$ cat src/assert_macros.svh
// Assertion macros shared by the drive mixer RTL.
// ASSERT_CLK expects clk and rst_n in the scope where it is used; ASSERT_RST only clk.
`ifndef ASSERT_MACROS_SVH
`define ASSERT_MACROS_SVH

// Checked on every rising edge outside reset.
`define ASSERT_CLK(lbl, prop, msg) \
  lbl: assert property (@(posedge clk) disable iff (!rst_n) prop) \
    else $error(msg);

// Checked on every rising edge, reset included.
`define ASSERT_RST(lbl, prop, msg) \
  lbl: assert property (@(posedge clk) prop) \
    else $error(msg);

`endif

$ cat src/tjdm_pkg.sv
// Package for the tilt joystick drive mixer: widths, register indices,
// fixed-point constants and the shake limit struct. No dependencies.
package tjdm_pkg;

  localparam int AXIS_W      = 16;
  localparam int TIME_W      = 32;
  localparam int SPEED_W     = 16;
  localparam int ANGLE_W     = 11;
  localparam int THR_W       = 11;
  localparam int DZ_W        = 12;
  localparam int HOLD_W      = 16;
  localparam int IN_TDATA_W  = 80;
  localparam int OUT_TDATA_W = 48;
  localparam int CFG_IDX_W   = 3;
  localparam int CFG_DATA_W  = 16;

  // configuration register indices
  typedef enum logic [CFG_IDX_W-1:0] {
    REG_SHAKE_THR  = 3'd0,
    REG_DEAD_ZONE  = 3'd1,
    REG_HOLDOFF    = 3'd2,
    REG_ANGLE_HIGH = 3'd3,
    REG_ANGLE_LOW  = 3'd4
  } cfg_reg_t;

  localparam logic [THR_W-1:0]  THR_RST        = 11'd500;
  localparam logic [DZ_W-1:0]   DZ_RST         = 12'd208;
  localparam logic [HOLD_W-1:0] HOLD_RST       = 16'd750;
  localparam logic [ANGLE_W-1:0] ANGLE_HIGH_RST = 11'sd300;
  localparam logic [ANGLE_W-1:0] ANGLE_LOW_RST  = 11'd0;

  // wheel speed: q = round(mag * 4000 / 9810) = ((mag*4000 + 4905) * M) >> 42
  localparam int SUM_W  = 18;
  localparam int MAG_W  = 17;
  localparam int NUM_W  = 28;
  localparam int PROD_W = 57;
  localparam int Q_W    = 15;
  localparam int SPD_SHIFT = 42;
  localparam logic [NUM_W-1:0] SPD_ROUND = 28'd4905;
  localparam logic [28:0]      SPD_RECIP = 29'd448322785;

  // shake limits: m2 against (1000 +/- t)^2 * 962361 / 10000
  localparam int SHAKE_UNIT = 1000;
  localparam int SQ_W   = 24;
  localparam int FRAC_W = 35;
  localparam int BASE_W = 30;
  localparam int LIM_W  = 32;
  localparam logic [11:0]        FRAC_MUL  = 12'd2361;
  localparam logic [FRAC_W-1:0]  CEIL_PAD  = 35'd9999;
  localparam logic [31:0]        DIV_RECIP = 32'd3518437209;
  localparam int DIV_SHIFT = 41;

  localparam logic [1:0] SETTLE_CYC = 2'd3;

  typedef struct packed {
    logic [LIM_W-1:0] hi;
    logic [LIM_W-1:0] lo;
    logic             lo_en;
  } shake_lim_t;

endpackage

$ cat src/tjdm_shake_lim.sv
// Shake limit pipeline: turns the threshold register into squared-magnitude
// limits over three register stages. Depends on tjdm_pkg.
module tjdm_shake_lim (
  input  logic                          clk,
  input  logic [tjdm_pkg::THR_W-1:0]    thr,
  output tjdm_pkg::shake_lim_t          lim
);

  // floor(y / 10000) as floor(floor(y / 16) / 625) by reciprocal
  function automatic logic [21:0] div10k(input logic [tjdm_pkg::FRAC_W-1:0] y);
    logic [30:0] n;
    logic [62:0] p;
    n = y[tjdm_pkg::FRAC_W-1:4];
    p = 63'(n) * 63'(tjdm_pkg::DIV_RECIP);
    return p[62:tjdm_pkg::DIV_SHIFT];
  endfunction

  logic [11:0]                  hi_base;
  logic [11:0]                  lo_base;
  logic                         lo_en;
  logic [tjdm_pkg::SQ_W-1:0]    hi_a_r, lo_a_r;
  logic                         en1_r, en2_r;
  logic [tjdm_pkg::FRAC_W-1:0]  hi_x_r, lo_x_r;
  logic [tjdm_pkg::BASE_W-1:0]  hi_b_r, lo_b_r;
  tjdm_pkg::shake_lim_t         lim_r;

  assign hi_base = 12'(tjdm_pkg::SHAKE_UNIT) + 12'(thr);
  assign lo_base = 12'(tjdm_pkg::SHAKE_UNIT) - 12'(thr);
  assign lo_en   = thr < 11'(tjdm_pkg::SHAKE_UNIT);

  always_ff @(posedge clk) begin
    // stage 1: squares of the band edges, in milli-g
    hi_a_r <= 24'(hi_base) * 24'(hi_base);
    lo_a_r <= lo_en ? 24'(lo_base) * 24'(lo_base) : '0;
    en1_r  <= lo_en;
    // stage 2: split 962361 into 96 * 10000 + 2361
    hi_x_r <= 35'(hi_a_r) * 35'(tjdm_pkg::FRAC_MUL);
    lo_x_r <= 35'(lo_a_r) * 35'(tjdm_pkg::FRAC_MUL) + tjdm_pkg::CEIL_PAD;
    hi_b_r <= (30'(hi_a_r) << 6) + (30'(hi_a_r) << 5);
    lo_b_r <= (30'(lo_a_r) << 6) + (30'(lo_a_r) << 5);
    en2_r  <= en1_r;
    // stage 3: high limit rounds down, low limit rounds up
    lim_r.hi    <= 32'(hi_b_r) + 32'(div10k(hi_x_r));
    lim_r.lo    <= 32'(lo_b_r) + 32'(div10k(lo_x_r));
    lim_r.lo_en <= en2_r;
  end

  assign lim = lim_r;

endmodule

$ cat config.mk
export PLATFORM = sky130hd
export DESIGN_NAME = tjdm_shake_lim
export DESIGN_NICKNAME = d
export VERILOG_FILES = /design/src/assert_macros.svh /design/src/tjdm_pkg.sv /design/src/tjdm_shake_lim.sv
export SDC_FILE = /design/constraint.sdc
export NUM_CORES = 2
export LEC_CHECK = 0
export BUFFER_PORTS_ARGS = -buffer_cell sky130_fd_sc_hd__buf_2
export CORE_AREA = 10 10 417 419
export CTS_CLUSTER_SIZE = 28
export DETAILED_ROUTE_END_ITERATION = 7
export DIE_AREA = 0 0 427 429
export GPL_TIMING_DRIVEN = 0
export PLACE_DENSITY_LB_ADDON = 0.08
export SKIP_CTS_REPAIR_TIMING = 1
export SYNTH_ARGS = -nofsm -noshare
export SYNTH_HDL_FRONTEND = slang
export SYNTH_SLANG_ARGS = --single-unit
$ cat constraint.sdc
create_clock -name clk -period 9.9 [get_ports clk]
set_clock_uncertainty 0.15 [all_clocks]
set_input_delay 0.495 -clock clk [delete_from_list [all_inputs] [get_ports clk]]
set_output_delay 0.495 -clock clk [all_outputs]
set_load 0.01 [all_outputs]
==> impl_metrics.csv <==
group,metric,value,unit
clocking,clk_latency,0.61,ns
sta,slew_violations,0,
synthesis,synth-compound-area-share,6.47,%
critical_path,end_kind,"flop",
synthesis,ys.flop_type,"dfxtp_1",
die,io_pins,77,
synthesis,ys_types,86,
layout,nNetsFinal,8128,
sta,max_freq,105,MHz
synthesis,postSynthCellCount,5646,
layout,final_common_cell,"inv_1",
drt,post_drt_wl_per_cell,19.7,µm
critical_path,path_class,"flop to flop",
global_route,track_usage,17.7,%
die,die_area,183000,µm²
synthesis,synth_top_family_by_area,"adder cells",
synthesis,synthAdderAreaFrac,65.7,%
critical_path,max_stage_delay,0.67,ns
global_route,grt-ovfl-total,0,
drt,viasPerCell,4.59,
place,place_congestion,0.875,
sta,finalCritPeriodShare,95.8,%
drt,drtAntennaViolNets,0,
sta,worst_pin_slew,1.06,ns
synthesis,ys_seq_area_share,7.71,%
drt,via_count,36800,
die,start_util,34.6,%
global_route,first_global_vias,41100,
die,die-width,427,µm
place,io_buffer_count,70,
sta,setup_viol,0,
critical_path,worstPathRequired,10.28,ns
sta,hold_viol,0,
critical_path,cp_data_arrival_time,9.86,ns
sta,slew_headroom,29.1,%
clocking,htree_levels,2,
critical_path,cp_num_buf_inv,5,
place,dp_hpwl,142,mm
layout,drive_gt1_share,5.60,%
die,coreArea,166000,µm²
synthesis,synth-xor-area-share,3.81,%
critical_path,path_common_cell,"fa_1",
sta,hold_ws,0.0392,ns
critical_path,crit_slowest_cell,"dfxtp_1",
die,fp-row-count,150,
drt,drt_first_pass_iters,5,
synthesis,yosys_warnings,0,
run_status,status,"completed",
drt,drt-initial-drc-count,1392,
critical_path,cp-start-kind,"flop",
synthesis,ys_async_sr_fraction,0,%
global_route,antenna_found_initial,0,
critical_path,path_max_fanout,7,
layout,mostFrequentLayoutCells,"inv_1 (1582), fa_1 (1150), ha_1 (1150)",
layout,fillers,16900,
synthesis,synth_mux_area_share,0.0545,%
die,die_h,429,µm
global_route,grt_pass1_wl,248,mm
synthesis,synth_area,57400,µm²
clocking,cts_buffers,34,
clocking,root_buffer,"clkbuf_16",
drt,wl,158,mm
sta,setup_ws,0.416,ns
clocking,clkSinkCount,221,
critical_path,cp_top_family,"adder cells",
critical_path,r2r_slack,0.42,ns
global_route,grt_max_degree,13,
clocking,clkTransAtPathRegs,0.06,ns
synthesis,synth-edff-count,0,
drt,post-route-drc-count,0,
clocking,clockBufferDepth,3,
synthesis,ys_ff_latch,221,
job,maxCapViolCount,0,
layout,syn_to_final_growth,8.92,%
sta,period_needed,9.48,ns
synthesis,avgSynthCellArea,10.2,µm²
synthesis,synthSimpleGateAreaFrac,5.69,%
hold_path,holdCritPathClass,"input pin to flop",
place,dp_slack,-2.31,ns
clocking,cts_tree,"built",
[per-stage QoR]
step | utilization [%] | instances | cell area, µm² | TNS (ns)
after detailed placement | 36.5 | 7928 | 60600 | -50.59
after global placement | 36.5 | 7927 | 60500 | -77.47
after CTS | 37.2 | 7989 | 61700 | -52.11
after global routing | 37.7 | 8023 | 62500 | -0.0695
final | 37.7 | 8026 | 62500 | 0
after floorplan | - | 5653 | 57400 | 0
[flip-flops by register name, summed over array words and instances, names as in the netlist]
name    flops
en1_r       1
en2_r       1
hi_a_r     23
hi_b_r     23
hi_x_r     32
lim        63
lo_a_r     23
lo_b_r     24
lo_x_r     31
[worst paths after layout]
path	startpoint	end	cells after the start
min reg2reg	en1_r	en2_r	0
max	lo_x_r[25]	lim[26]	33
min	thr[0]	hi_a_r[0]	1
max reg2reg	lo_x_r[25]	lim[26]	33
[final cells by class]
cell class                 instances  area, µm²  share of cell area, %
multi-input combinational       3815      47400                   75.8
sequential                       221       4550                   7.28
buffer                            25        104                  0.166
tap                             2204       2760                   4.41
clock buffer                      43        925                   1.48
inverter                        1592       5990                   9.57
clock inverter                    18        176                  0.282
timing repair buffer             105        638                   1.02
antenna                            3       7.51                 0.0120
[cell families after synthesis]
| logic type | Yosys count |
|---|---|
| buffers and inverters | 1617 |
| other | 1 |
| adder cells (fa/ha/maj) | 2322 |
| flip-flops | 221 |
| AND/OR/NAND/NOR | 673 |
| multiplexers | 3 |
| AO/OA/AOI/OAI | 559 |
| XOR/XNOR | 250 |
[cell usage after synthesis (all sizes together), types with 33 or more instances]
cell	count	area, µm²
inv	1587	5960
ha	1170	14600
fa	1152	23100
dfxtp	221	4420
nor2	209	785
a21oi	178	891
xnor2	158	1380
nand2	152	571
xor2	92	806
o21ai	90	454
a21o	89	669
nor3	48	245
nand3	41	205
nor2b	37	239
nand2b	35	219
o21a	33	248
[layer usage]
layer | vias to the layer above | track usage [%] | wire length (µm)
met5 | - | 0 | 0
met2 | 402 | 29.0 | 73500
met3 | 127 | 2.16 | 4950
met4 | 0 | 3.97 | 3960
met1 | 18400 | 24.9 | 75700
li1 | 17900 | - | -
Power is left out: the tool's default activity adds up to more than one toggle a clock period on the data nets, which glitch-free logic cannot reach.
