[src/assert_macros.svh]
// Assertion macros shared by the drive mixer RTL.
// ASSERT_CLK expects clk and rst_n in the scope where it is used; ASSERT_RST only clk.
`ifndef ASSERT_MACROS_SVH
`define ASSERT_MACROS_SVH

// Checked on every rising edge outside reset.
`define ASSERT_CLK(lbl, prop, msg) \
  lbl: assert property (@(posedge clk) disable iff (!rst_n) prop) \
    else $error(msg);

// Checked on every rising edge, reset included.
`define ASSERT_RST(lbl, prop, msg) \
  lbl: assert property (@(posedge clk) prop) \
    else $error(msg);

`endif

[src/tjdm_pkg.sv]
// Package for the tilt joystick drive mixer: widths, register indices,
// fixed-point constants and the shake limit struct. No dependencies.
package tjdm_pkg;

  localparam int AXIS_W      = 16;
  localparam int TIME_W      = 32;
  localparam int SPEED_W     = 16;
  localparam int ANGLE_W     = 11;
  localparam int THR_W       = 11;
  localparam int DZ_W        = 12;
  localparam int HOLD_W      = 16;
  localparam int IN_TDATA_W  = 80;
  localparam int OUT_TDATA_W = 48;
  localparam int CFG_IDX_W   = 3;
  localparam int CFG_DATA_W  = 16;

  // configuration register indices
  typedef enum logic [CFG_IDX_W-1:0] {
    REG_SHAKE_THR  = 3'd0,
    REG_DEAD_ZONE  = 3'd1,
    REG_HOLDOFF    = 3'd2,
    REG_ANGLE_HIGH = 3'd3,
    REG_ANGLE_LOW  = 3'd4
  } cfg_reg_t;

  localparam logic [THR_W-1:0]  THR_RST        = 11'd500;
  localparam logic [DZ_W-1:0]   DZ_RST         = 12'd208;
  localparam logic [HOLD_W-1:0] HOLD_RST       = 16'd750;
  localparam logic [ANGLE_W-1:0] ANGLE_HIGH_RST = 11'sd300;
  localparam logic [ANGLE_W-1:0] ANGLE_LOW_RST  = 11'd0;

  // wheel speed: q = round(mag * 4000 / 9810) = ((mag*4000 + 4905) * M) >> 42
  localparam int SUM_W  = 18;
  localparam int MAG_W  = 17;
  localparam int NUM_W  = 28;
  localparam int PROD_W = 57;
  localparam int Q_W    = 15;
  localparam int SPD_SHIFT = 42;
  localparam logic [NUM_W-1:0] SPD_ROUND = 28'd4905;
  localparam logic [28:0]      SPD_RECIP = 29'd448322785;

  // shake limits: m2 against (1000 +/- t)^2 * 962361 / 10000
  localparam int SHAKE_UNIT = 1000;
  localparam int SQ_W   = 24;
  localparam int FRAC_W = 35;
  localparam int BASE_W = 30;
  localparam int LIM_W  = 32;
  localparam logic [11:0]        FRAC_MUL  = 12'd2361;
  localparam logic [FRAC_W-1:0]  CEIL_PAD  = 35'd9999;
  localparam logic [31:0]        DIV_RECIP = 32'd3518437209;
  localparam int DIV_SHIFT = 41;

  localparam logic [1:0] SETTLE_CYC = 2'd3;

  typedef struct packed {
    logic [LIM_W-1:0] hi;
    logic [LIM_W-1:0] lo;
    logic             lo_en;
  } shake_lim_t;

endpackage

[src/tjdm_lift.sv]
// Shake detector and lift state: squared magnitude test, wrap-safe holdoff,
// lift toggle and last toggle time. Depends on tjdm_pkg and assert_macros.svh.
`include "assert_macros.svh"

module tjdm_lift (
  input  logic                                 clk,
  input  logic                                 rst_n,
  input  logic                                 adv,
  input  logic signed [tjdm_pkg::AXIS_W-1:0]   accel_x,
  input  logic signed [tjdm_pkg::AXIS_W-1:0]   accel_y,
  input  logic signed [tjdm_pkg::AXIS_W-1:0]   accel_z,
  input  logic        [tjdm_pkg::TIME_W-1:0]   time_ms,
  input  tjdm_pkg::shake_lim_t                 lim,
  input  logic        [tjdm_pkg::HOLD_W-1:0]   holdoff,
  output logic                                 lift_up,
  output logic                                 toggled
);

  logic signed [31:0]               px, py, pz;
  logic [tjdm_pkg::LIM_W-1:0]       m2;
  logic                             shake;
  logic [tjdm_pkg::TIME_W-1:0]      elapsed;
  logic                             toggle;
  logic                             lift_state_r;
  logic [tjdm_pkg::TIME_W-1:0]      last_toggle_r;

  assign px = 32'(accel_x) * 32'(accel_x);
  assign py = 32'(accel_y) * 32'(accel_y);
  assign pz = 32'(accel_z) * 32'(accel_z);
  // each square is at most 2^30, so the sum fits 32 bits unsigned
  assign m2 = $unsigned(px) + $unsigned(py) + $unsigned(pz);

  assign shake   = (m2 > lim.hi) || (lim.lo_en && (m2 < lim.lo));
  assign elapsed = time_ms - last_toggle_r;
  assign toggle  = shake && (elapsed > 32'(holdoff));

  always_ff @(posedge clk) begin
    if (!rst_n) begin
      lift_state_r  <= 1'b0;
      last_toggle_r <= '0;
    end else if (adv && toggle) begin
      lift_state_r  <= ~lift_state_r;
      last_toggle_r <= time_ms;
    end
  end

  assign lift_up = lift_state_r ^ toggle;
  assign toggled = toggle;

  `ASSERT_CLK(a_lift_hold, !adv |=> $stable(lift_state_r) && $stable(last_toggle_r), "lift state moved without an item")
  `ASSERT_CLK(a_lift_flip, adv && toggle |=> lift_state_r != $past(lift_state_r), "toggle did not flip lift")
  `ASSERT_CLK(a_lift_stamp, adv && toggle |=> last_toggle_r == $past(time_ms), "toggle time not stamped")

endmodule

[config.mk]
export PLATFORM = sky130hd
export DESIGN_NAME = tjdm_lift
export DESIGN_NICKNAME = d
export VERILOG_FILES = /design/src/tjdm_pkg.sv /design/src/tjdm_lift.sv
export VERILOG_INCLUDE_DIRS = /design/src /design/src/src
export SDC_FILE = /design/constraint.sdc
export NUM_CORES = 2
export LEC_CHECK = 0
export ABC_CLOCK_PERIOD_IN_PS = 41600
export BUFFER_PORTS_ARGS = -buffer_cell sky130_fd_sc_hd__buf_4
export CORE_ASPECT_RATIO = 0.5
export CORE_MARGIN = 2
export CORE_UTILIZATION = 60
export CTS_BUF_LIST = sky130_fd_sc_hd__clkbuf_8
export CTS_CLUSTER_SIZE = 8
export DETAILED_ROUTE_END_ITERATION = 8
export PLACE_DENSITY = 0.85
export SLEW_MARGIN = 15
export SYNTH_ARGS = -nofsm -noshare
export SYNTH_HDL_FRONTEND = slang
export SYNTH_SLANG_ARGS = --single-unit
[constraint.sdc]
create_clock -name clk -period 41.6 [get_ports clk]
set_clock_uncertainty 0.2 [all_clocks]
set_input_delay 8.32 -clock clk [delete_from_list [all_inputs] [get_ports clk]]
set_output_delay 8.32 -clock clk [all_outputs]
set_load 0.01 [all_outputs]
==> flow_summary.ini <==
[cts]
cts_max_level = 2
cts.clk_slew.worst_paths_ns = 0.07
cts_setup_buffers = 0
holdBufCountCts = 0
clkLatencyLatePin_ns = 0.29
clk_path_buf_depth = 2
cts_root_buf = clkbuf_8
cts.sinks = 33
cts_buffers = 5
tritoncts = yes
cts-resized-gates = 0

[synthesis]
yosysWarningCount = 0
synth_commonest_cells = 1122 x inv_1, 817 x fa_1, 318 x ha_1
yosysMostFrequentCell = inv_1
async_flop_share_pct = 0
seq_area_frac_synth_pct = 2.08
ys_top_cells_by_area = fa_1 52%, inv_1 13%, ha_1 13%
synth_edf_count = 0
syn_avg_cell_area_um2 = 9.30
netlist_area_um2 = 31700
synth_seq_cells = 33
synthCells = 3414
synth_nets = 4713
synth_ff_type = dfxtp_1
synth_cell_types = 69
synth_top_area_cell = fa_1
yosys.area.top_type_share_pct = 51.5

[detailed_routing]
drcViolationCount = 0
dr.pass1.iters = 6
ant_nets = 0
wl_per_cell_um = 17.0
postRouteWirelength_mm = 71.7
drt-initial-drc-count = 1295
vias_per_cell = 5.33
vias = 22500

[finish]
multi_input_area_um2 = 26600
layout-drive-gt1-share_pct = 5.77
antenna_cells = 0
fillers = 4048
area_growth_pct = 6.02
area.sequential_um2 = 661
final_cell_count_no_fill = 4217
layout.nets = 4814

[global_route]
antenna_found_initial = 1
grt_pass1_vias = 26100
overflow = 0
grt_usage_pct = 28.3
grt_pass1_wl_mm = 124
grt_max_degree = 67

[worst_hold_path]
holdPathEnd = last_toggle_r[30]
hp-class = reg2reg
min_from = last_toggle_r[30]
hold_path_depth = 2

[setup_path]
cp-end-kind = output port
required_ns = 33.08
cp.arrival_ns = 19.41
crit_slowest_cell = fa_1
cpPeakStageDelay_ns = 0.63
worstReg2RegStart = last_toggle_r[4]
r2r_end = last_toggle_r[2]
startpoint_type = primary input
path_common_cell = fa_1
critPathBufInv = 8
ff2ff_path_depth = 22
critPathTopFamily = adder cells
rrSetupSlack_ns = 36.02
critPathMaxFanout = 31
critPathKind = in2out
worst-path-stages = 36

[floorplan]
die_area_um2 = 54900
ios = 166
fp-row-count = 59
design.core.area_um2 = 52100
die_h_um = 167
fp.dieW_um = 329
initial_core_util_pct = 60.9

[place]
port_buffers = 165
post-dp-hpwl_mm = 63.9
dp_cells = 4209
place_congestion = 0.947

[timing]
setup_tns_ns = 0
relSlewSlack_pct = 22.3
finalSetupViolCount = 0
fin_hold_ws_ns = 0.259
finalHoldViolCount = 0
fin_crit_ns = 27.93
rsz0062_at_grt = false
fmax_ghz = 0.0358
drv_slew = 0
tightest_slew_ns = 1.16
period_share_pct = 67.1

[job]
maxCapViolCount = 0

[run_status]
status = complete, no violations
-- cell type report --
class | instances | area share [%]
Multi-Input combinational cell | 2187 | 79.0
Inverter | 1122 | 12.5
Timing Repair Buffer | 166 | 3.70
Tap cell | 701 | 2.61
Sequential cell | 33 | 1.96
Clock buffer | 5 | 0.205
Clock inverter | 3 | 0.0409
-- layer usage --
| metal | global-route usage [%] | part of all wire, % | up-vias |
|---|---|---|---|
| met5 | 0 | 0.022 | - |
| met4 | 12.8 | 5.2 | 2 |
| met3 | 3.92 | 6.9 | 263 |
| met2 | 50.3 | 52 | 834 |
| met1 | 34.3 | 36 | 11300 |
| li1 | - | - | 10100 |
-- flip-flops by register name, indices dropped and copies added, names as in the netlist --
register       flops
last_toggle_r     32
lift_state_r       1
-- cells by family after synthesis --
logic type	Yosys count	synth area share [%]
adders and majority gates	1135	64.1
AOI/OAI and AO/OA	241	5.09
DFF	33	2.08
and+or+nand+nor	669	10.5
xor gates and xnor gates	103	2.84
muxes	39	1.24
buffers and inverters	1194	14.2
-- stage by stage --
stage               area, µm²  utilization [%]  setup WS [ns]
floorplan               31700                -          15.11
global placement        33600             64.4          14.18
detailed placement      33600             64.4          13.80
CTS                     33600             64.6          13.77
global route            33600             64.6          13.21
finish                  33600             64.6          13.67
-- tightest hold or removal path, delay by kind of cell (launching register included) --
family        cells  cell delay [ns]
flops             1             0.31
simple gates      1             0.05
mux               1             0.05
-- layout by cell type, fill, tap and decap left out, types with 4 or more instances in the layout --
master and instances:
o21ai_1 11, ha_1 318, buf_4 166, a211o_1 5, a2111oi_0 5, fa_1 817
nand4_1 22, nor2_1 67, and2_1 174, or2_2 6, nor2b_1 30, nand3_1 12
nand2b_1 31, dfxtp_1 33, o21bai_1 10, nor3_1 19, o211ai_1 8, a31oi_1 5
xor2_1 22, o41ai_1 4, nand2_1 282, a31o_2 5, clkbuf_8 5, a211oi_1 6
o21a_1 7, o31ai_1 4, inv_1 1123, xnor2_1 81, and3_1 5, nor3b_1 4
o21ai_0 30, mux2i_1 37, o31a_1 4, a21oi_1 74, a21o_1 36
-- worst max path at each step --
stage / startpoint / endpoint
6_report: accel_z[15] / lift_up
5_1_grt: accel_z[15] / lift_up
4_1_cts: accel_z[15] / lift_up
3_5_place_dp: accel_z[15] / lift_up
3_3_place_gp: accel_z[15] / lift_up
2_1_floorplan: accel_z[15] / lift_up
Power is left out: the tool's default activity adds up to more than one toggle a clock period on the data nets, which glitch-free logic cannot reach.
