### src/assert_macros.svh
// Assertion macros shared by the drive mixer RTL.
// ASSERT_CLK expects clk and rst_n in the scope where it is used; ASSERT_RST only clk.
`ifndef ASSERT_MACROS_SVH
`define ASSERT_MACROS_SVH

// Checked on every rising edge outside reset.
`define ASSERT_CLK(lbl, prop, msg) \
  lbl: assert property (@(posedge clk) disable iff (!rst_n) prop) \
    else $error(msg);

// Checked on every rising edge, reset included.
`define ASSERT_RST(lbl, prop, msg) \
  lbl: assert property (@(posedge clk) prop) \
    else $error(msg);

`endif

### src/tjdm_pkg.sv
// Package for the tilt joystick drive mixer: widths, register indices,
// fixed-point constants and the shake limit struct. No dependencies.
package tjdm_pkg;

  localparam int AXIS_W      = 16;
  localparam int TIME_W      = 32;
  localparam int SPEED_W     = 16;
  localparam int ANGLE_W     = 11;
  localparam int THR_W       = 11;
  localparam int DZ_W        = 12;
  localparam int HOLD_W      = 16;
  localparam int IN_TDATA_W  = 80;
  localparam int OUT_TDATA_W = 48;
  localparam int CFG_IDX_W   = 3;
  localparam int CFG_DATA_W  = 16;

  // configuration register indices
  typedef enum logic [CFG_IDX_W-1:0] {
    REG_SHAKE_THR  = 3'd0,
    REG_DEAD_ZONE  = 3'd1,
    REG_HOLDOFF    = 3'd2,
    REG_ANGLE_HIGH = 3'd3,
    REG_ANGLE_LOW  = 3'd4
  } cfg_reg_t;

  localparam logic [THR_W-1:0]  THR_RST        = 11'd500;
  localparam logic [DZ_W-1:0]   DZ_RST         = 12'd208;
  localparam logic [HOLD_W-1:0] HOLD_RST       = 16'd750;
  localparam logic [ANGLE_W-1:0] ANGLE_HIGH_RST = 11'sd300;
  localparam logic [ANGLE_W-1:0] ANGLE_LOW_RST  = 11'd0;

  // wheel speed: q = round(mag * 4000 / 9810) = ((mag*4000 + 4905) * M) >> 42
  localparam int SUM_W  = 18;
  localparam int MAG_W  = 17;
  localparam int NUM_W  = 28;
  localparam int PROD_W = 57;
  localparam int Q_W    = 15;
  localparam int SPD_SHIFT = 42;
  localparam logic [NUM_W-1:0] SPD_ROUND = 28'd4905;
  localparam logic [28:0]      SPD_RECIP = 29'd448322785;

  // shake limits: m2 against (1000 +/- t)^2 * 962361 / 10000
  localparam int SHAKE_UNIT = 1000;
  localparam int SQ_W   = 24;
  localparam int FRAC_W = 35;
  localparam int BASE_W = 30;
  localparam int LIM_W  = 32;
  localparam logic [11:0]        FRAC_MUL  = 12'd2361;
  localparam logic [FRAC_W-1:0]  CEIL_PAD  = 35'd9999;
  localparam logic [31:0]        DIV_RECIP = 32'd3518437209;
  localparam int DIV_SHIFT = 41;

  localparam logic [1:0] SETTLE_CYC = 2'd3;

  typedef struct packed {
    logic [LIM_W-1:0] hi;
    logic [LIM_W-1:0] lo;
    logic             lo_en;
  } shake_lim_t;

endpackage

### src/tjdm_wheel.sv
// One wheel: scale a mixed axis sum to 1/16 mm/s and apply the dead zone.
// Combinational; depends on tjdm_pkg.
module tjdm_wheel (
  input  logic signed [tjdm_pkg::SUM_W-1:0]   sum,
  input  logic        [tjdm_pkg::DZ_W-1:0]    dead_zone,
  output logic signed [tjdm_pkg::SPEED_W-1:0] speed
);

  logic                          neg;
  logic [tjdm_pkg::MAG_W-1:0]    mag;
  logic [tjdm_pkg::NUM_W-1:0]    num;
  logic [tjdm_pkg::PROD_W-1:0]   prod;
  logic [tjdm_pkg::Q_W-1:0]      q;
  logic [tjdm_pkg::Q_W-1:0]      v;

  assign neg  = sum[tjdm_pkg::SUM_W-1];
  assign mag  = neg ? 17'(-sum) : 17'(sum);
  // mag * 4000 = mag * (4096 - 64 - 32), plus half the divisor for rounding
  assign num  = (28'(mag) << 12) - (28'(mag) << 6) - (28'(mag) << 5)
              + tjdm_pkg::SPD_ROUND;
  assign prod = 57'(num) * 57'(tjdm_pkg::SPD_RECIP);
  assign q    = prod[tjdm_pkg::PROD_W-1:tjdm_pkg::SPD_SHIFT];

  // q tops out near 26721, so the shrunk value always fits 16 bits signed
  assign v     = (q < 15'(dead_zone)) ? '0 : q - 15'(dead_zone);
  assign speed = neg ? -$signed(16'(v)) : $signed(16'(v));

endmodule

### config.mk
export PLATFORM = sky130hd
export DESIGN_NAME = tjdm_wheel
export DESIGN_NICKNAME = d
export VERILOG_FILES = /design/src/assert_macros.svh /design/src/tjdm_pkg.sv /design/src/tjdm_wheel.sv
export SDC_FILE = /design/constraint.sdc
export NUM_CORES = 1
export LEC_CHECK = 0
export ABC_AREA = 0
export BUFFER_PORTS_ARGS = -buffer_cell sky130_fd_sc_hd__buf_2
export CAP_MARGIN = 20
export CORE_MARGIN = 2
export CORE_UTILIZATION = 30
export DETAILED_ROUTE_END_ITERATION = 8
export GPL_TIMING_DRIVEN = 0
export SLEW_MARGIN = 10
export SYNTH_ARGS = -nofsm -noshare
export SYNTH_HDL_FRONTEND = slang
export SYNTH_SLANG_ARGS = --single-unit
export TNS_END_PERCENT = 1
### constraint.sdc
create_clock -name vclk -period 21.6
set_input_delay 1.08 -clock vclk [all_inputs]
set_output_delay 1.08 -clock vclk [all_outputs]
set_load 0.1 [all_outputs]
==> impl_metrics.tcl, run 1 <==
set metrics [dict create \
    status "completed" \
    num_rows 80 \
    vias 10597 \
    io_pins 46 \
    cts_resized 0 \
    busiest_layer "met2" \
    cp-end-kind "output port" \
    worstSetupPathType "primary input to output port" \
    grt_max_degree 11 \
    core_sq_mm 0.0477 \
    setup_viol 0 \
    period_minus_slack_ns 18.70 \
    required_ns 20.52 \
    start_util_pct 30.4 \
    area_growth_pct 7.09 \
    holdPathStages 5 \
    tns_ns 0 \
    grt_util_met2_pct 26.1 \
    antenna_found_initial 2 \
    syn_avg_cell_area_sq_um 9.26 \
    arrival_ns 17.62 \
    met3_usage_pct 1.67 \
    synthCells 1569 \
    die_y_um 224 \
    crit_cells 56 \
    path_delay_family "adder cells" \
    io_buffers 46 \
    grt_pass1_vias 11175 \
    layout-drive-gt1-share_pct 5.57 \
    track_usage_pct 15.3 \
    gp_congestion 0.969 \
    drt-pass1-iter-count 5 \
    hold_viol 0 \
    synth_fp_nets 2185 \
    hold_class "primary input to output port" \
    gr-total-overflow 0 \
    synth_cell_types 78 \
    clockBufferCount 0 \
    start_kind "primary input" \
    insertedDiodeCount 0 \
    yosysSeqAreaShare_pct 0 \
    seq_area_sq_um 0 \
    hpwl_um 34700 \
    path_buf_inv 6 \
    routed_wl_um 37200 \
    seq_cells 0 \
    slew_headroom_pct 24.1 \
    max-cap-violations 0 \
    drt_iter0_drc 507 \
    fmax_ghz 0.0535 \
    crit_top_cell "ha_1" \
    worst_slew_pin_slew_ns 1.13 \
    grt_pass1_wl_um 60200 \
    drt_drc_violations_left 0 \
    die_x_um 224 \
    ant_nets 0 \
    finalCritPeriodShare_pct 86.6 \
    cp_max_fo 9 \
    syn-cell-area_sq_mm 0.0145 \
    vias_per_cell 4.75 \
    rsz0062_at_grt "false" \
    post-cts-setup-buffer-count 0 \
    grtUsageMet1_pct 20.9 \
    slowest_delay_ns 0.88 \
    critPathSlowestCell "xnor2_1" \
    nets 2235 \
    dieArea_sq_mm 0.0502 \
    wire_per_inst_um 16.7 \
    drv_slew 0 \
    hold_buffers 0 \
    yosys_warnings 0 \
]
## cells in the mapped netlist (3+ instances only)
| library cell | n | area (sq um) |
|---|---|---|
| clkbuf_1 | 3 | 11.3 |
| o21a_1 | 11 | 82.6 |
| nand4_1 | 8 | 50.1 |
| nor2b_1 | 4 | 25.0 |
| o21ai_0 | 44 | 220 |
| o31ai_1 | 10 | 75.1 |
| and2_1 | 4 | 25.0 |
| o21ai_1 | 5 | 25.0 |
| or2_2 | 9 | 56.3 |
| and3_1 | 6 | 37.5 |
| or4_1 | 3 | 22.5 |
| buf_2 | 6 | 30.0 |
| nand3_1 | 23 | 115 |
| nand2_1 | 48 | 180 |
| xor2_1 | 37 | 324 |
| xnor2_1 | 46 | 403 |
| nor3_1 | 16 | 80.1 |
| a211oi_1 | 5 | 37.5 |
| a31oi_1 | 9 | 56.3 |
| a21oi_1 | 57 | 285 |
| o21bai_1 | 7 | 52.6 |
| and4_1 | 3 | 26.3 |
| fa_1 | 267 | 5350 |
| a41oi_1 | 4 | 35.0 |
| o22ai_1 | 3 | 18.8 |
| o221ai_1 | 3 | 26.3 |
| o211ai_1 | 4 | 30.0 |
| inv_1 | 447 | 1680 |
| ha_1 | 319 | 3990 |
| or3_1 | 10 | 62.6 |
| a21o_1 | 33 | 248 |
| nand2b_1 | 9 | 56.3 |
| nor2_1 | 39 | 146 |
| nor4_1 | 5 | 31.3 |
| mux2i_1 | 6 | 60.1 |
## worst min-delay path: stages
cell,delay (ns)
buf_2,0.08
ha_1,0.14
nand2b_1,0.13
inv_1,0.05
buf_2,0.28
## layer usage
layer  up-vias  routed length, um
met5         -                 23
met4         4               1090
met3        56               1270
met2       168              18000
met1      5249              16900
li1       5120                  -
## cells in the final DEF (no fill, tap or decap), drive strengths merged, types with 4 or more instances in the layout
master	synthesis	routed
inv	447	447
a21oi	58	58
a21o	33	33
o21a	11	11
and4	4	4
nand2	48	48
o21bai	7	7
xnor2	47	47
nor3	18	18
o31ai	10	10
a41oi	5	5
a31oi	9	9
a211oi	6	6
o211ai	4	4
and3	6	6
fa	267	267
nand3	24	24
nand4	8	8
nor2	39	39
nor4	5	5
nand2b	9	9
mux2i	6	6
or2	11	11
a21boi	4	4
nor2b	7	7
and2	4	4
or3	12	12
buf	9	57
o21ai	50	50
xor2	37	37
ha	319	319
## cells by family after synthesis
| kind of cell | after synthesis | share of synthesized area [%] |
|---|---|---|
| xor+xnor | 84 | 5.12 |
| buf+inv | 459 | 12.0 |
| simple gates | 208 | 7.81 |
| compound gates | 223 | 10.1 |
| fa+ha+maj | 586 | 64.3 |
| mux | 9 | 0.672 |
## worst paths after layout
check / slack (ns) / start / to
min: 2.84 / dead_zone[0] / speed[0]
max: 2.90 / sum[0] / speed[14]
## area by class of cell
cell class / count / area, sq um
well taps: 615 / 769
repair buffers: 48 / 245
multi-input cells: 1110 / 12800
inverters: 447 / 1680
plain buffers: 12 / 71.3
fillers: 4853 / 32200
## metrics by stage
step	std cells	setup slack (ns)	instance area [sq um]	util [%]	hold WS (ns)
finish	2232	2.90	15600	32.6	2.84
global route	2232	1.84	15600	32.6	2.89
CTS	2232	2.93	15600	32.6	2.85
detailed placement	2232	3.00	15600	32.6	2.84
global placement	2230	3.07	15500	32.5	2.83
floorplan	1569	4.79	14500	-	2.75
Power of run 1 is not shown: default switching activity piles up to over one toggle a cycle in this logic, so the estimate is an artifact.
==> run 2, diff against run 1 <==
--- a/config.mk
+++ b/config.mk
@@ -6,7 +6,7 @@
 export NUM_CORES = 1
 export LEC_CHECK = 0
 export ABC_AREA = 0
-export BUFFER_PORTS_ARGS = -buffer_cell sky130_fd_sc_hd__buf_2
+export BUFFER_PORTS_ARGS = -buffer_cell sky130_fd_sc_hd__buf_4
 export CAP_MARGIN = 20
 export CORE_MARGIN = 2
 export CORE_UTILIZATION = 30
==> impl_metrics.tcl, run 2 (synthesis gave the netlist of run 1 again) <==
set metrics [dict create \
    status "completed" \
    clockBufferCount 0 \
    holdPathStages 5 \
    drt_iter0_drc 467 \
    gp_congestion 0.972 \
    setup_slack_ns 3.26 \
    hpwl_um 34400 \
    cp_max_fo 9 \
    post-cts-setup-buffer-count 0 \
    routed_wl_um 36700 \
    core_sq_mm 0.0477 \
    seq_cells 0 \
    grtUsageMet1_pct 20.0 \
    start_kind "primary input" \
    slew_headroom_pct 28.4 \
    grt_max_degree 11 \
    tns_ns 0 \
    gr-total-overflow 0 \
    die_x_um 224 \
    insertedDiodeCount 0 \
    fmax_ghz 0.0545 \
    ant_nets 0 \
    area_growth_pct 7.88 \
    slowest_delay_ns 0.81 \
    dieArea_sq_mm 0.0502 \
    grt_pass1_wl_um 60100 \
    hold_path.startpoint "dead_zone[0]" \
    dp_cells 2232 \
    nets 2235 \
    setup_viol 0 \
    wire_per_inst_um 16.4 \
    worst_slew_pin_slew_ns 1.07 \
    hold_buffers 0 \
    seq_area_sq_um 0 \
    die_y_um 224 \
    place_ws_ns 3.39 \
    layout_commonest_cell "inv_1" \
    drt-pass1-iter-count 5 \
    stdcell_count 2232 \
    layout-drive-gt1-share_pct 5.57 \
    rsz0062_at_grt "false" \
    num_rows 80 \
    cts_resized 0 \
    drv_slew 0 \
    io_pins 46 \
    arrival_ns 17.26 \
    critPathSlowestCell "xnor2_1" \
    required_ns 20.52 \
    finalCritPeriodShare_pct 84.9 \
    whs_endpoint "speed[0]" \
    met3_usage_pct 2.45 \
    worstSetupPathType "primary input to output port" \
    track_usage_pct 15.2 \
    layout_common_cells "inv_1, ha_1, fa_1" \
    hold_class "primary input to output port" \
    crit_top_cell "ha_1" \
    busiest_layer "met2" \
    grt_util_met2_pct 25.8 \
    io_buffers 46 \
    vias 10593 \
    hold_viol 0 \
    fin_hold_ws_ns 2.77 \
    period_minus_slack_ns 18.34 \
    grt_pass1_vias 11230 \
    antenna_found_initial 0 \
    cp-end-kind "output port" \
    start_util_pct 30.4 \
    drt_drc_violations_left 0 \
    max-cap-violations 0 \
    vias_per_cell 4.75 \
]
[run 2: cell counts in the layout (fill, tap and decap cells not counted)]
No cell type changed its count.
[run 2: metal layers]
metal | vias to the layer above | wire length [um]
li1 | 5103 | -
met1 | 5227 | 15800
met2 | 221 | 17800
met3 | 42 | 1900
met4 | 0 | 1200
met5 | - | 0
[run 2: area by class of cell]
type | instances | area (sq um)
timing repair buffer | 48 | 360
multi-input combinational | 1110 | 12800
buffer | 12 | 71.3
fill | 4875 | 32100
inverter | 447 | 1680
tap | 615 | 769
[run 2: critical path, delay by kind of cell]
| family | cells | cell delay (ns) |
|---|---|---|
| AO/OA/AOI/OAI | 15 | 3.44 |
| XOR/XNOR | 5 | 1.88 |
| adder cells (fa/ha/maj) | 14 | 5.68 |
| buffers and inverters | 6 | 1.14 |
| AND/OR/NAND/NOR | 16 | 4.05 |
[run 2: per-stage QoR]
step,cell area (sq um),util (%)
after CTS,15700,32.8
final,15700,32.8
after global routing,15700,32.8
after detailed placement,15700,32.8
after global placement,15600,32.8
after floorplan,14500,-
[run 2: worst max-delay path by stage]
stage,startpoint,to,slack [ns],depth (start not counted)
global route,sum[0],speed[14],2.19,59
global placement,sum[0],speed[14],3.48,56
finish,sum[0],speed[14],3.26,56
detailed placement,sum[0],speed[14],3.39,56
CTS,sum[0],speed[14],3.27,56
floorplan,sum[5],speed[14],4.79,57
Power of run 2 is left out for the same reason.
